--- src/rtl/core/slir_pkg.sv ---
// ----------------------------------------------------------------------------
// slir_pkg: shared types and constants for the list insert/remove block
// Sizes, op and status codes, register indexes and the stack control word.
// ----------------------------------------------------------------------------
`default_nettype none

package slir_pkg;

    localparam int DEPTH       = 64;
    localparam int VALUE_WIDTH = 32;
    localparam int CNT_W       = $clog2(DEPTH + 1);

    // op codes
    localparam logic [1:0] OP_INSERT = 2'd0;
    localparam logic [1:0] OP_REMOVE = 2'd1;
    localparam logic [1:0] OP_READ   = 2'd2;

    // status codes
    localparam logic [2:0] ST_OK       = 3'd0;
    localparam logic [2:0] ST_FULL     = 3'd1;
    localparam logic [2:0] ST_DUP      = 3'd2;
    localparam logic [2:0] ST_EMPTY    = 3'd3;
    localparam logic [2:0] ST_NOTFOUND = 3'd4;
    localparam logic [2:0] ST_RANGE    = 3'd5;

    // configuration register indexes
    localparam logic [1:0] CFG_SORTED   = 2'd0;
    localparam logic [1:0] CFG_REPEATS  = 2'd1;
    localparam logic [1:0] CFG_CAPACITY = 2'd2;

    typedef struct packed {
        logic push;
        logic pop;
    } stack_ctl_t;

    typedef logic signed [VALUE_WIDTH-1:0] value_t;

endpackage

`default_nettype wire

--- src/rtl/core/slir_cell.sv ---
// ----------------------------------------------------------------------------
// slir_cell: one storage cell of a stack chain
// Holds one value; takes the upper neighbor on push, the lower one on pop.
// ----------------------------------------------------------------------------
`default_nettype none

module slir_cell
    import slir_pkg::*;
(
    input  wire logic       aclk,
    input  wire stack_ctl_t ctl,
    input  wire value_t     above,
    input  wire value_t     below,
    output value_t          value
);

    value_t value_reg;
    value_t value_next;

    always_comb begin
        if (ctl.push) begin
            value_next = above;
        end else if (ctl.pop) begin
            value_next = below;
        end else begin
            value_next = value_reg;
        end
    end

    always_ff @(posedge aclk) begin
        value_reg <= value_next;
    end

    assign value = value_reg;

endmodule

`default_nettype wire

--- src/rtl/core/slir_stack.sv ---
// ----------------------------------------------------------------------------
// slir_stack: push/pop stack built as a chain of cells
// Cell 0 is the top; all cells shift together on push or pop.
// ----------------------------------------------------------------------------
`default_nettype none

module slir_stack
    import slir_pkg::*;
(
    input  wire logic       aclk,
    input  wire stack_ctl_t ctl,
    input  wire value_t     push_data,
    output value_t          top_data
);

    value_t cell_val [DEPTH];

    for (genvar i = 0; i < DEPTH; i++) begin : g_cell
        value_t above_w;
        value_t below_w;

        if (i == 0) begin : g_first
            assign above_w = push_data;
        end else begin : g_mid
            assign above_w = cell_val[i-1];
        end

        if (i == DEPTH - 1) begin : g_last
            assign below_w = cell_val[i];
        end else begin : g_inner
            assign below_w = cell_val[i+1];
        end

        slir_cell u_cell (
            .aclk  (aclk),
            .ctl   (ctl),
            .above (above_w),
            .below (below_w),
            .value (cell_val[i])
        );
    end

    assign top_data = cell_val[0];

endmodule

`default_nettype wire

--- src/rtl/core/sequential_list_insert_remove.sv ---
// ----------------------------------------------------------------------------
// sequential_list_insert_remove: bounded list with insert, remove and read
// The list is a gap buffer of two cell-chain stacks around a cursor. Moving
// the cursor a step, inserting or deleting at it each shift the stacks once.
//
// Input words on s_*: op, value, index. One result word per input on m_*:
// status, removed count, read value and entry count after the operation.
// Config writes (cfg_wen/cfg_index/cfg_wdata) belong in idle gaps only.
//
// One item at a time. An early reject goes straight to the result; other
// words first move the cursor through the stacks one step at a time:
// a read moves the cursor to the index, a linear search walks from entry 0,
// a binary search seeks mid points, and an insert/delete then seeks the
// position. An unsorted insert with repeats allowed seeks the end. A remove
// with repeats allowed takes every match. The next word can be taken in
// the cycle after the result word is loaded.
//
// Reset (synchronous, active low) empties the list and loads the register
// defaults. A finished result waits in the output register while m_tready
// is low; the block holds in its final state until that register is free.
// ----------------------------------------------------------------------------
`default_nettype none

module sequential_list_insert_remove
    import slir_pkg::*;
(
    input  wire logic        aclk,
    input  wire logic        aresetn,
    input  wire logic        cfg_wen,
    input  wire logic [1:0]  cfg_index,
    input  wire logic [6:0]  cfg_wdata,
    input  wire logic        s_tvalid,
    output logic             s_tready,
    input  wire logic [39:0] s_tdata,   // op[1:0], value[33:2], index[39:34]
    output logic             m_tvalid,
    input  wire logic        m_tready,
    output logic [55:0]      m_tdata    // status[2:0], removed_count[9:3],
                                        // read_value[41:10], entry_count[48:42]
);

    localparam logic [3:0] S_IDLE  = 4'd0;
    localparam logic [3:0] S_SEEK  = 4'd1;
    localparam logic [3:0] S_BS    = 4'd2;
    localparam logic [3:0] S_BSCMP = 4'd3;
    localparam logic [3:0] S_LIN   = 4'd4;
    localparam logic [3:0] S_RES   = 4'd5;
    localparam logic [3:0] S_INS   = 4'd6;
    localparam logic [3:0] S_DEL   = 4'd7;
    localparam logic [3:0] S_ALL   = 4'd8;
    localparam logic [3:0] S_RUNL  = 4'd9;
    localparam logic [3:0] S_RUNR  = 4'd10;
    localparam logic [3:0] S_READ  = 4'd11;
    localparam logic [3:0] S_DONE  = 4'd12;

    logic [3:0]       state_reg,   state_next;
    logic [3:0]       ret_reg,     ret_next;
    logic [1:0]       op_reg,      op_next;
    value_t           key_reg,     key_next;
    logic [CNT_W-1:0] count_reg,   count_next;
    logic [CNT_W-1:0] cur_reg,     cur_next;
    logic [CNT_W-1:0] tgt_reg,     tgt_next;
    logic [CNT_W-1:0] lo_reg,      lo_next;
    logic [CNT_W-1:0] hip1_reg,    hip1_next;
    logic [CNT_W-1:0] pos_reg,     pos_next;
    logic             hit_reg,     hit_next;
    logic [CNT_W-1:0] rem_reg,     rem_next;
    logic [2:0]       status_reg,  status_next;
    value_t           rd_reg,      rd_next;
    logic             sorted_reg,  sorted_next;
    logic             repeats_reg, repeats_next;
    logic [6:0]       cap_reg,     cap_next;
    logic             m_valid_reg, m_valid_next;
    logic [55:0]      m_data_reg,  m_data_next;

    stack_ctl_t left_ctl, right_ctl;
    value_t     left_din, right_din;
    value_t     left_top, right_top;

    logic [1:0]       in_op;
    value_t           in_key;
    logic [CNT_W-1:0] in_idx;
    logic [CNT_W-1:0] cap_eff;
    logic [CNT_W:0]   mid_sum;
    logic [CNT_W-1:0] mid;
    logic             r_eq, r_gt, l_eq, r_avail;

    slir_stack u_left (
        .aclk      (aclk),
        .ctl       (left_ctl),
        .push_data (left_din),
        .top_data  (left_top)
    );

    slir_stack u_right (
        .aclk      (aclk),
        .ctl       (right_ctl),
        .push_data (right_din),
        .top_data  (right_top)
    );

    assign in_op  = s_tdata[1:0];
    assign in_key = VALUE_WIDTH'(signed'(s_tdata[33:2]));
    assign in_idx = CNT_W'(s_tdata[39:34]);

    always_comb begin
        if (32'(cap_reg) > 32'(DEPTH)) begin
            cap_eff = CNT_W'(DEPTH);
        end else begin
            cap_eff = CNT_W'(cap_reg);
        end
    end

    assign mid_sum = {1'b0, lo_reg} + {1'b0, hip1_reg} - {{CNT_W{1'b0}}, 1'b1};
    assign mid     = mid_sum[CNT_W:1];
    assign r_eq    = (right_top == key_reg);
    assign r_gt    = (right_top > key_reg);
    assign l_eq    = (left_top == key_reg);
    assign r_avail = (cur_reg < count_reg);

    assign s_tready = (state_reg == S_IDLE);
    assign m_tvalid = m_valid_reg;
    assign m_tdata  = m_data_reg;

    always_comb begin
        state_next   = state_reg;
        ret_next     = ret_reg;
        op_next      = op_reg;
        key_next     = key_reg;
        count_next   = count_reg;
        cur_next     = cur_reg;
        tgt_next     = tgt_reg;
        lo_next      = lo_reg;
        hip1_next    = hip1_reg;
        pos_next     = pos_reg;
        hit_next     = hit_reg;
        rem_next     = rem_reg;
        status_next  = status_reg;
        rd_next      = rd_reg;
        sorted_next  = sorted_reg;
        repeats_next = repeats_reg;
        cap_next     = cap_reg;
        m_valid_next = m_valid_reg && !m_tready;
        m_data_next  = m_data_reg;
        left_ctl     = '0;
        right_ctl    = '0;
        left_din     = right_top;
        right_din    = left_top;

        if (cfg_wen) begin
            case (cfg_index)
                CFG_SORTED:   sorted_next  = cfg_wdata[0];
                CFG_REPEATS:  repeats_next = cfg_wdata[0];
                CFG_CAPACITY: cap_next     = cfg_wdata;
                default: ;
            endcase
        end

        case (state_reg)
            S_IDLE: begin
                if (s_tvalid) begin
                    op_next     = in_op;
                    key_next    = in_key;
                    status_next = ST_OK;
                    rem_next    = '0;
                    rd_next     = '0;
                    hit_next    = 1'b0;
                    lo_next     = '0;
                    hip1_next   = count_reg;
                    case (in_op)
                        OP_INSERT: begin
                            if (count_reg >= cap_eff) begin
                                status_next = ST_FULL;
                                state_next  = S_DONE;
                            end else if (!sorted_reg && repeats_reg) begin
                                tgt_next   = count_reg;
                                ret_next   = S_INS;
                                state_next = S_SEEK;
                            end else if (sorted_reg) begin
                                state_next = S_BS;
                            end else begin
                                tgt_next   = '0;
                                ret_next   = S_LIN;
                                state_next = S_SEEK;
                            end
                        end
                        OP_REMOVE: begin
                            if (count_reg == '0) begin
                                status_next = ST_EMPTY;
                                state_next  = S_DONE;
                            end else if (sorted_reg) begin
                                state_next = S_BS;
                            end else begin
                                tgt_next   = '0;
                                ret_next   = S_LIN;
                                state_next = S_SEEK;
                            end
                        end
                        OP_READ: begin
                            if (in_idx < count_reg) begin
                                tgt_next   = in_idx;
                                ret_next   = S_READ;
                                state_next = S_SEEK;
                            end else begin
                                status_next = ST_RANGE;
                                state_next  = S_DONE;
                            end
                        end
                        default: state_next = S_DONE;
                    endcase
                end
            end
            S_SEEK: begin
                if (cur_reg == tgt_reg) begin
                    state_next = ret_reg;
                end else if (cur_reg < tgt_reg) begin
                    left_ctl.push = 1'b1;
                    right_ctl.pop = 1'b1;
                    cur_next      = cur_reg + 1'b1;
                end else begin
                    right_ctl.push = 1'b1;
                    left_ctl.pop   = 1'b1;
                    cur_next       = cur_reg - 1'b1;
                end
            end
            S_BS: begin
                if (lo_reg < hip1_reg) begin
                    tgt_next   = mid;
                    ret_next   = S_BSCMP;
                    state_next = S_SEEK;
                end else begin
                    hit_next   = 1'b0;
                    pos_next   = lo_reg;
                    state_next = S_RES;
                end
            end
            S_BSCMP: begin
                if (r_eq) begin
                    hit_next   = 1'b1;
                    pos_next   = cur_reg;
                    state_next = S_RES;
                end else if (r_gt) begin
                    hip1_next  = cur_reg;
                    state_next = S_BS;
                end else begin
                    lo_next    = cur_reg + 1'b1;
                    state_next = S_BS;
                end
            end
            S_LIN: begin
                if (r_avail && !r_eq) begin
                    left_ctl.push = 1'b1;
                    right_ctl.pop = 1'b1;
                    cur_next      = cur_reg + 1'b1;
                end else begin
                    hit_next   = r_avail;
                    pos_next   = cur_reg;
                    state_next = S_RES;
                end
            end
            S_RES: begin
                case (op_reg)
                    OP_INSERT: begin
                        if (hit_reg && !repeats_reg) begin
                            status_next = ST_DUP;
                            state_next  = S_DONE;
                        end else begin
                            tgt_next   = pos_reg;
                            ret_next   = S_INS;
                            state_next = S_SEEK;
                        end
                    end
                    OP_REMOVE: begin
                        if (!hit_reg) begin
                            status_next = ST_NOTFOUND;
                            state_next  = S_DONE;
                        end else if (!repeats_reg) begin
                            tgt_next   = pos_reg;
                            ret_next   = S_DEL;
                            state_next = S_SEEK;
                        end else if (!sorted_reg) begin
                            state_next = S_ALL;
                        end else begin
                            tgt_next   = pos_reg;
                            ret_next   = S_RUNL;
                            state_next = S_SEEK;
                        end
                    end
                    default: state_next = S_DONE;
                endcase
            end
            S_INS: begin
                right_ctl.push = 1'b1;
                right_din      = key_reg;
                count_next     = count_reg + 1'b1;
                state_next     = S_DONE;
            end
            S_DEL: begin
                right_ctl.pop = 1'b1;
                count_next    = count_reg - 1'b1;
                rem_next      = CNT_W'(1);
                state_next    = S_DONE;
            end
            S_ALL: begin
                if (!r_avail) begin
                    state_next = S_DONE;
                end else if (r_eq) begin
                    right_ctl.pop = 1'b1;
                    count_next    = count_reg - 1'b1;
                    rem_next      = rem_reg + 1'b1;
                end else begin
                    left_ctl.push = 1'b1;
                    right_ctl.pop = 1'b1;
                    cur_next      = cur_reg + 1'b1;
                end
            end
            S_RUNL: begin
                if (cur_reg != '0 && l_eq) begin
                    right_ctl.push = 1'b1;
                    left_ctl.pop   = 1'b1;
                    cur_next       = cur_reg - 1'b1;
                end else begin
                    state_next = S_RUNR;
                end
            end
            S_RUNR: begin
                if (r_avail && r_eq) begin
                    right_ctl.pop = 1'b1;
                    count_next    = count_reg - 1'b1;
                    rem_next      = rem_reg + 1'b1;
                end else begin
                    state_next = S_DONE;
                end
            end
            S_READ: begin
                rd_next    = right_top;
                state_next = S_DONE;
            end
            S_DONE: begin
                if (!m_valid_reg || m_tready) begin
                    m_valid_next = 1'b1;
                    m_data_next  = {7'b0, 7'(count_reg), 32'(rd_reg), 7'(rem_reg), status_reg};
                    state_next   = S_IDLE;
                end
            end
            default: state_next = S_IDLE;
        endcase
    end

    always_ff @(posedge aclk) begin
        if (!aresetn) begin
            state_reg   <= S_IDLE;
            count_reg   <= '0;
            cur_reg     <= '0;
            sorted_reg  <= 1'b0;
            repeats_reg <= 1'b0;
            cap_reg     <= 7'd64;
            m_valid_reg <= 1'b0;
        end else begin
            state_reg   <= state_next;
            count_reg   <= count_next;
            cur_reg     <= cur_next;
            sorted_reg  <= sorted_next;
            repeats_reg <= repeats_next;
            cap_reg     <= cap_next;
            m_valid_reg <= m_valid_next;
        end
    end

    always_ff @(posedge aclk) begin
        ret_reg    <= ret_next;
        op_reg     <= op_next;
        key_reg    <= key_next;
        tgt_reg    <= tgt_next;
        lo_reg     <= lo_next;
        hip1_reg   <= hip1_next;
        pos_reg    <= pos_next;
        hit_reg    <= hit_next;
        rem_reg    <= rem_next;
        status_reg <= status_next;
        rd_reg     <= rd_next;
        m_data_reg <= m_data_next;
    end

    // cursor stays inside the list
    a_cursor_in_list: assert property (@(posedge aclk) disable iff (!aresetn)
        cur_reg <= count_reg)
        else $error("cursor beyond entry count");

    a_count_bound: assert property (@(posedge aclk) disable iff (!aresetn)
        32'(count_reg) <= 32'(DEPTH))
        else $error("entry count beyond depth");

    a_count_step: assert property (@(posedge aclk) disable iff (!aresetn)
        ##1 (count_reg == $past(count_reg) || count_reg == $past(count_reg) + 1'b1
             || count_reg == $past(count_reg) - 1'b1))
        else $error("entry count jumped");

    a_result_from_done: assert property (@(posedge aclk) disable iff (!aresetn)
        $rose(m_valid_reg) |-> $past(state_reg == S_DONE))
        else $error("result word loaded outside done state");

    a_idle_no_shift: assert property (@(posedge aclk) disable iff (!aresetn)
        (state_reg == S_IDLE) |-> !(left_ctl.push || left_ctl.pop
                                    || right_ctl.push || right_ctl.pop))
        else $error("stack moved while idle");

endmodule

`default_nettype wire
--- config.mk ---
export PLATFORM = sky130hd
export DESIGN_NAME = sequential_list_insert_remove
export DESIGN_NICKNAME = d
export VERILOG_FILES = /design/src/rtl/core/slir_pkg.sv /design/src/rtl/core/slir_cell.sv /design/src/rtl/core/slir_stack.sv /design/src/rtl/core/sequential_list_insert_remove.sv
export SDC_FILE = /design/constraint.sdc
export NUM_CORES = 2
export LEC_CHECK = 0
export BUFFER_PORTS_ARGS = -buffer_cell sky130_fd_sc_hd__buf_2
export CAP_MARGIN = 20
export CORE_MARGIN = 8
export CORE_UTILIZATION = 60
export DETAILED_ROUTE_END_ITERATION = 8
export GPL_TIMING_DRIVEN = 1
export PLACE_DENSITY = 0.87
export SLEW_MARGIN = 20
export SYNTH_ARGS = -nofsm -noshare
export SYNTH_HDL_FRONTEND = slang
export SYNTH_SLANG_ARGS = --single-unit
--- constraint.sdc ---
create_clock -name aclk -period 66.3 [get_ports aclk]
set_clock_uncertainty 0.2 [all_clocks]
set_input_delay 9.945 -clock aclk [delete_from_list [all_inputs] [get_ports aclk]]
set_output_delay 9.945 -clock aclk [all_outputs]
set_load 0.02 [all_outputs]
## Yosys cells after proc, flatten, opt, wreduce, memory -nomap -nowiden

Index checks and enable logic that the tools add are counted.

- Flip-flop bits (word level): 4,282
- Bits in latches: 0
- RAM bits: 0
- ROM bits: 0
- Output and inout bits: 58
- Logic and storage cells: 619
- Memories: 0

- Add/subtract/negate cells: 7
- Multiply operators: 0
- Divide/modulo/power cells: 0
- Magnitude comparators: 7
- Equal/unequal tests: 50
- Shift operators: 0
- Multiplexer cells: 362
- Bitwise operators: 0
- Reductions and logical operators: 46

Operator list:

| operator | number |
|---|---|
| two-way mux 32 bit | 254 |
| two-way mux 7 bit | 33 |
| two-way mux 4 bit | 25 |
| one-hot mux 7 bit (4 select lines) | 3 |
| equality test 32 bit | 2 |
| one-hot mux 32 bit (2 select lines) | 1 |
| one-hot mux 7 bit (3 select lines) | 3 |
| one-hot mux 4 bit (11 select lines) | 1 |
| one-hot mux 7 bit (2 select lines) | 3 |
| != test 2 bit (second input constant) | 20 |
| one-hot mux 4 bit (3 select lines) | 3 |
| greater-than comparator 32 bit | 1 |
| adder 7 x 1 -> 7 bit (second input constant) | 3 |
| less-than comparator 7 bit | 3 |
| != test 3 bit (second input constant) | 7 |
| equality test 4 bit (second input constant) | 5 |
| two-way mux 3 bit | 6 |
| equality test 4 x 3 -> 1 bit (second input constant) | 4 |
| one-hot mux 4 bit (2 select lines) | 2 |
| AND reduction 4 bit | 4 |
| nonzero test 4 bit | 4 |
| two-way mux 1 bit | 15 |
| AND reduction 5 bit | 3 |
| subtractor 7 x 1 -> 7 bit (second input constant) | 2 |
| other kinds (34) | 65 |

## Logic depth before layout (Yosys ltp)

- Depth in word-level cells: 7
- Depth in mapped cells: 14
- Mapped depth without buffers: 13

## By module

From an unflattened synthesis, not the netlist that was laid out.

- Cells, all modules: 9,779
- Area total of the unflattened synthesis: 203,470.1 um2

Modules (own cells, without submodules):

| module | times used | cells an instance | area each (um2) |
|---|---|---|---|
| slir_cell | 128 | 69 | 1,507.7 |
| sequential_list_insert_remove | 1 | 947 | 10,485.1 |

## Least setup slack after synthesis

No wires, ideal clock.

- Path kind: register -> register
- Start: register count_reg[5]
- End: register cur_reg[6]
- Setup time: 0.216 ns
- Arrival time: 57.555 ns
- Data required time: 65.884 ns
- Slack: 8.329 ns
- Cell stages (with the launch flop): 7
- Path buffers: 0
- Period minus slack after synthesis: 57.971 ns
- Cells stage by stage: dfxtp_1 -> inv_1 -> ha_1 -> or4_1 -> a31o_2 -> o211ai_2 -> a31o_2

- Cells in the longest elaborated chain, start to end: 4
- Elaborated cells on any way between the ends: 5
- Classes of those cells: 1 x order compare; 2 x eq/ne; 2 x reduce/logical

RTL lines:

| what | line | source |
|---|---|---|
| from (decl) | sequential_list_insert_remove.sv:59 | `logic [CNT_W-1:0] count_reg, count_next;` |
| from (signal assigned) | sequential_list_insert_remove.sv:360 | `count_reg <= count_next;` |
| less-than comparator 7 bit (*) | sequential_list_insert_remove.sv:118 | `assign r_avail = (cur_reg < count_reg);` |
| logical AND 1 bit | sequential_list_insert_remove.sv:250 | `if (r_avail && !r_eq) begin` |
| != test 2 bit (no line) | - |  |
| AND reduction 6 bit (no line) (*) | - |  |
| to (signal assigned) | sequential_list_insert_remove.sv:361 | `cur_reg <= cur_next;` |
| to (decl) | sequential_list_insert_remove.sv:60 | `logic [CNT_W-1:0] cur_reg, cur_next;` |

Mark *: on every way between the ends. The rest lies on a longest branch, timed or not.
A chain may end at the register's enable or synchronous reset.

## Worst setup path in the final report

- Start: register state_reg[2]
- End: output s_tready

- Cells in the longest elaborated chain, start to end: 1

RTL lines:

| what | line | source |
|---|---|---|
| from (decl) | sequential_list_insert_remove.sv:55 | `logic [3:0] state_reg, state_next;` |
| from (signal assigned) | sequential_list_insert_remove.sv:359 | `state_reg <= state_next;` |
| zero test 4 bit | sequential_list_insert_remove.sv:120 | `assign s_tready = (state_reg == S_IDLE);` |
| to (decl) | sequential_list_insert_remove.sv:33 | `output logic s_tready,` |

No other way between the ends.

==> impl_results.md <==
* Status: finished clean
* Syn avg cell area at between 15 and 20 µm²
* Final min period at ~12,000 ps
* Fill count at around 18,000
* Post-CTS Setup Bufs at 0
* Row cnt at between 200 and 250
* Worst Setup End Kind: primary output
* H-tree level count at 5
* Slew headroom at around 22%
* Crit. path cell count at 4
* Async S/R FF share, synth at 0%
* Drt first pass iters at 7
* Area Overhead vs Synth at 8.67%
* Critical path data arrival time at approximately 2200 ps
* Maximum clock rate at between 80 and 90 MHz
* Routed len/inst at around 21 µm
* Worst-path clk slew at ~70 ps
* Commonest cells after routing, fill and taps aside: 4,254 x edfxtp_1, 2,779 x mux2_2, 1,179 x mux2_1
* Top cells by area, synth: edfxtp_1 70%, mux2_2 17%, mux2_1 7.3%, buf_6 1.5%, mux2_4 0.90%
* Synth Flop Type: edfxtp_1
* Min-Delay Path Class: register to register
* Initial core utilization at around 60%
* Top Family by Delay on Critical Path: flip-flops
* Mapped Cells at between 9,000 and 10,000
* RSZ-0062 raised after global routing: false
* Ys Warns at 0
* Cts hold-fix bufs at 0
* Startpoint Class: register
* Total gr overflow at 0
* Commonest non-fill, non-tap cell in the layout: edfxtp_1
* Worst reg2reg path depth at 14
* Hpwl dp at about 170 mm
* Core ar. at 305,000 µm²
* CP Class: register to primary output
* Synth cell types at ~70
* All-Layer GR Usage at around 18%
* Vias in the first global route at 85,600
* Setup TNS Final at 0 ps
* Post-synth top area cell: edfxtp_1
* Critical-path cell list: nor2_1 -> nand2_1 -> inv_1 -> buf_2
* DR iter-0 viols at a little under 7,000
* TritonCTS clock tree: done
* Die ar. at 323,000 µm²
* PwrDens at 47.8 nW/µm²
* Post-synth EDFFs at 4,254
* Antenna Violating Nets Remaining at 0
* Top-area cell type share of the netlist area at a little over two thirds
* Largest net degree at the start of global routing at between 200 and 250
* Fin Hold WS at a little over 200 ps
* Crit path buffers/inverters at 2
* Max Cap Violations at 0
* Port bufs at approximately 100
* Clk_lat worst skew at 950 ps
* Post-Syn Area at 183,000 µm²
* Critical-path top delay cell: dfxtp_1
* Slew @ Worst Pin at between 1000 and 1500 ps
* Clk sink count at roughly 4,300
* DR vias at 81,900
* Clock tree buffer depth at 4
* Static Leak at between 60 and 70 nW
* First-pass GRT wire length at ~470 mm
* Required time of the critical path at ~56,000 ps
* Routed WL at roughly 300 mm
* Via density at about 5.9
* Max Transition Viols Final at 0
* Slowest stage delay, CP at approximately 720 ps
* DRC at 0
* Initial antenna violation count at 6
* CTS resizes at 0
* VDD IR max at 0.0496 mV
* Sequential cell area fraction in the yosys report at a little over two thirds
* R2R Setup Slk at 57,200 ps
* Fin. Hold Viols at 0
* Io pins at 112
* NumNets Final at 9,804
* Die H at approximately 570 µm
* Crit-path max FO at 20
* Die X at approximately 570 µm
* Placer Congestion at 0.863
* Clk Tree Root Cell: clkbuf_16
* Total CTS buffers at between 400 and 500
* Post-route clock period utilization at between 15 and 20%
* Hold Path Stages at 0
* Proportion of layout cells with a drive suffix above 1 at a little under two fifths
* Final setup fails at 0
* Util after Layout at about 65%
* Post-synthesis register bit count at between 4,000 and 5,000
[power by group]
group	switching [mW]	total (mW)	leakage [nW]	internal, mW
Combinational	1.22	2.28	19.6	1.07
Sequential	0.454	4.93	39.3	4.47
Clock	0.990	2.31	6.44	1.31
Total	2.66	9.52	65.3	6.85
[cell type report]
class	count	area, µm²	area share, %
tap	3997	5000	2.51
timing repair buffer	199	1510	0.760
clock buffer	468	10500	5.26
multi-input combinational	4675	50500	25.4
inverter	96	360	0.181
sequential	4282	128000	64.5
clock inverter	265	2750	1.38
antenna	4	10.0	0.00503
[metrics by stage]
step	cells	power (mW)	setup WS (ps)	instance area [µm²]
detailed placement	13200	7.22	53550	186000
finish	14000	9.52	53970	199000
floorplan	9537	8.96	8330	183000
CTS	14000	9.58	53910	199000
global placement	13200	6.99	53550	186000
global route	14000	9.93	53810	199000
[per-layer routing]
metal | vias to the layer above | GRT usage (%) | share of wire [%]
met4 | 0 | 5.16 | 2.8
met2 | 1435 | 30.4 | 51
met3 | 491 | 2.09 | 3.3
met1 | 42200 | 23.6 | 43
met5 | - | 0 | 0
li1 | 37800 | - | -
[synth_stat cells, drive strengths merged (17+ instances only)]
cell,instances
ha,88
a21oi,42
nand3,22
and2,36
nor3,17
nor2,59
o21ai,45
clkbuf,23
nand2,79
dfxtp,28
buf,461
inv,95
xnor2,46
edfxtp,4254
mux2,4068
[kinds of logic after synthesis]
family	after synthesis	share of synthesized area (%)
AND/OR/NAND/NOR	284	0.781
adder cells (fa/ha/maj)	90	0.623
multiplexers	4082	25.3
buffers and inverters	580	2.35
other	1	0.00205
XOR/XNOR	57	0.273
flip-flops	4282	70.1
AO/OA/AOI/OAI	155	0.551
[worst paths after layout]
kind                                             endpoint                                    startpoint
min reg2reg  u_left.g_cell[63].u_cell.value[25]$_DFFE_PP_  u_left.g_cell[62].u_cell.value[25]$_DFFE_PP_
min          u_left.g_cell[63].u_cell.value[25]$_DFFE_PP_  u_left.g_cell[62].u_cell.value[25]$_DFFE_PP_
max                                              s_tready                     state_reg[2]$_SDFFE_PN0P_
max reg2reg  u_right.g_cell[54].u_cell.value[5]$_DFFE_PP_                         key_reg[13]$_DFFE_PP_
No activity file was read; power rests on OpenSTA's default activity.
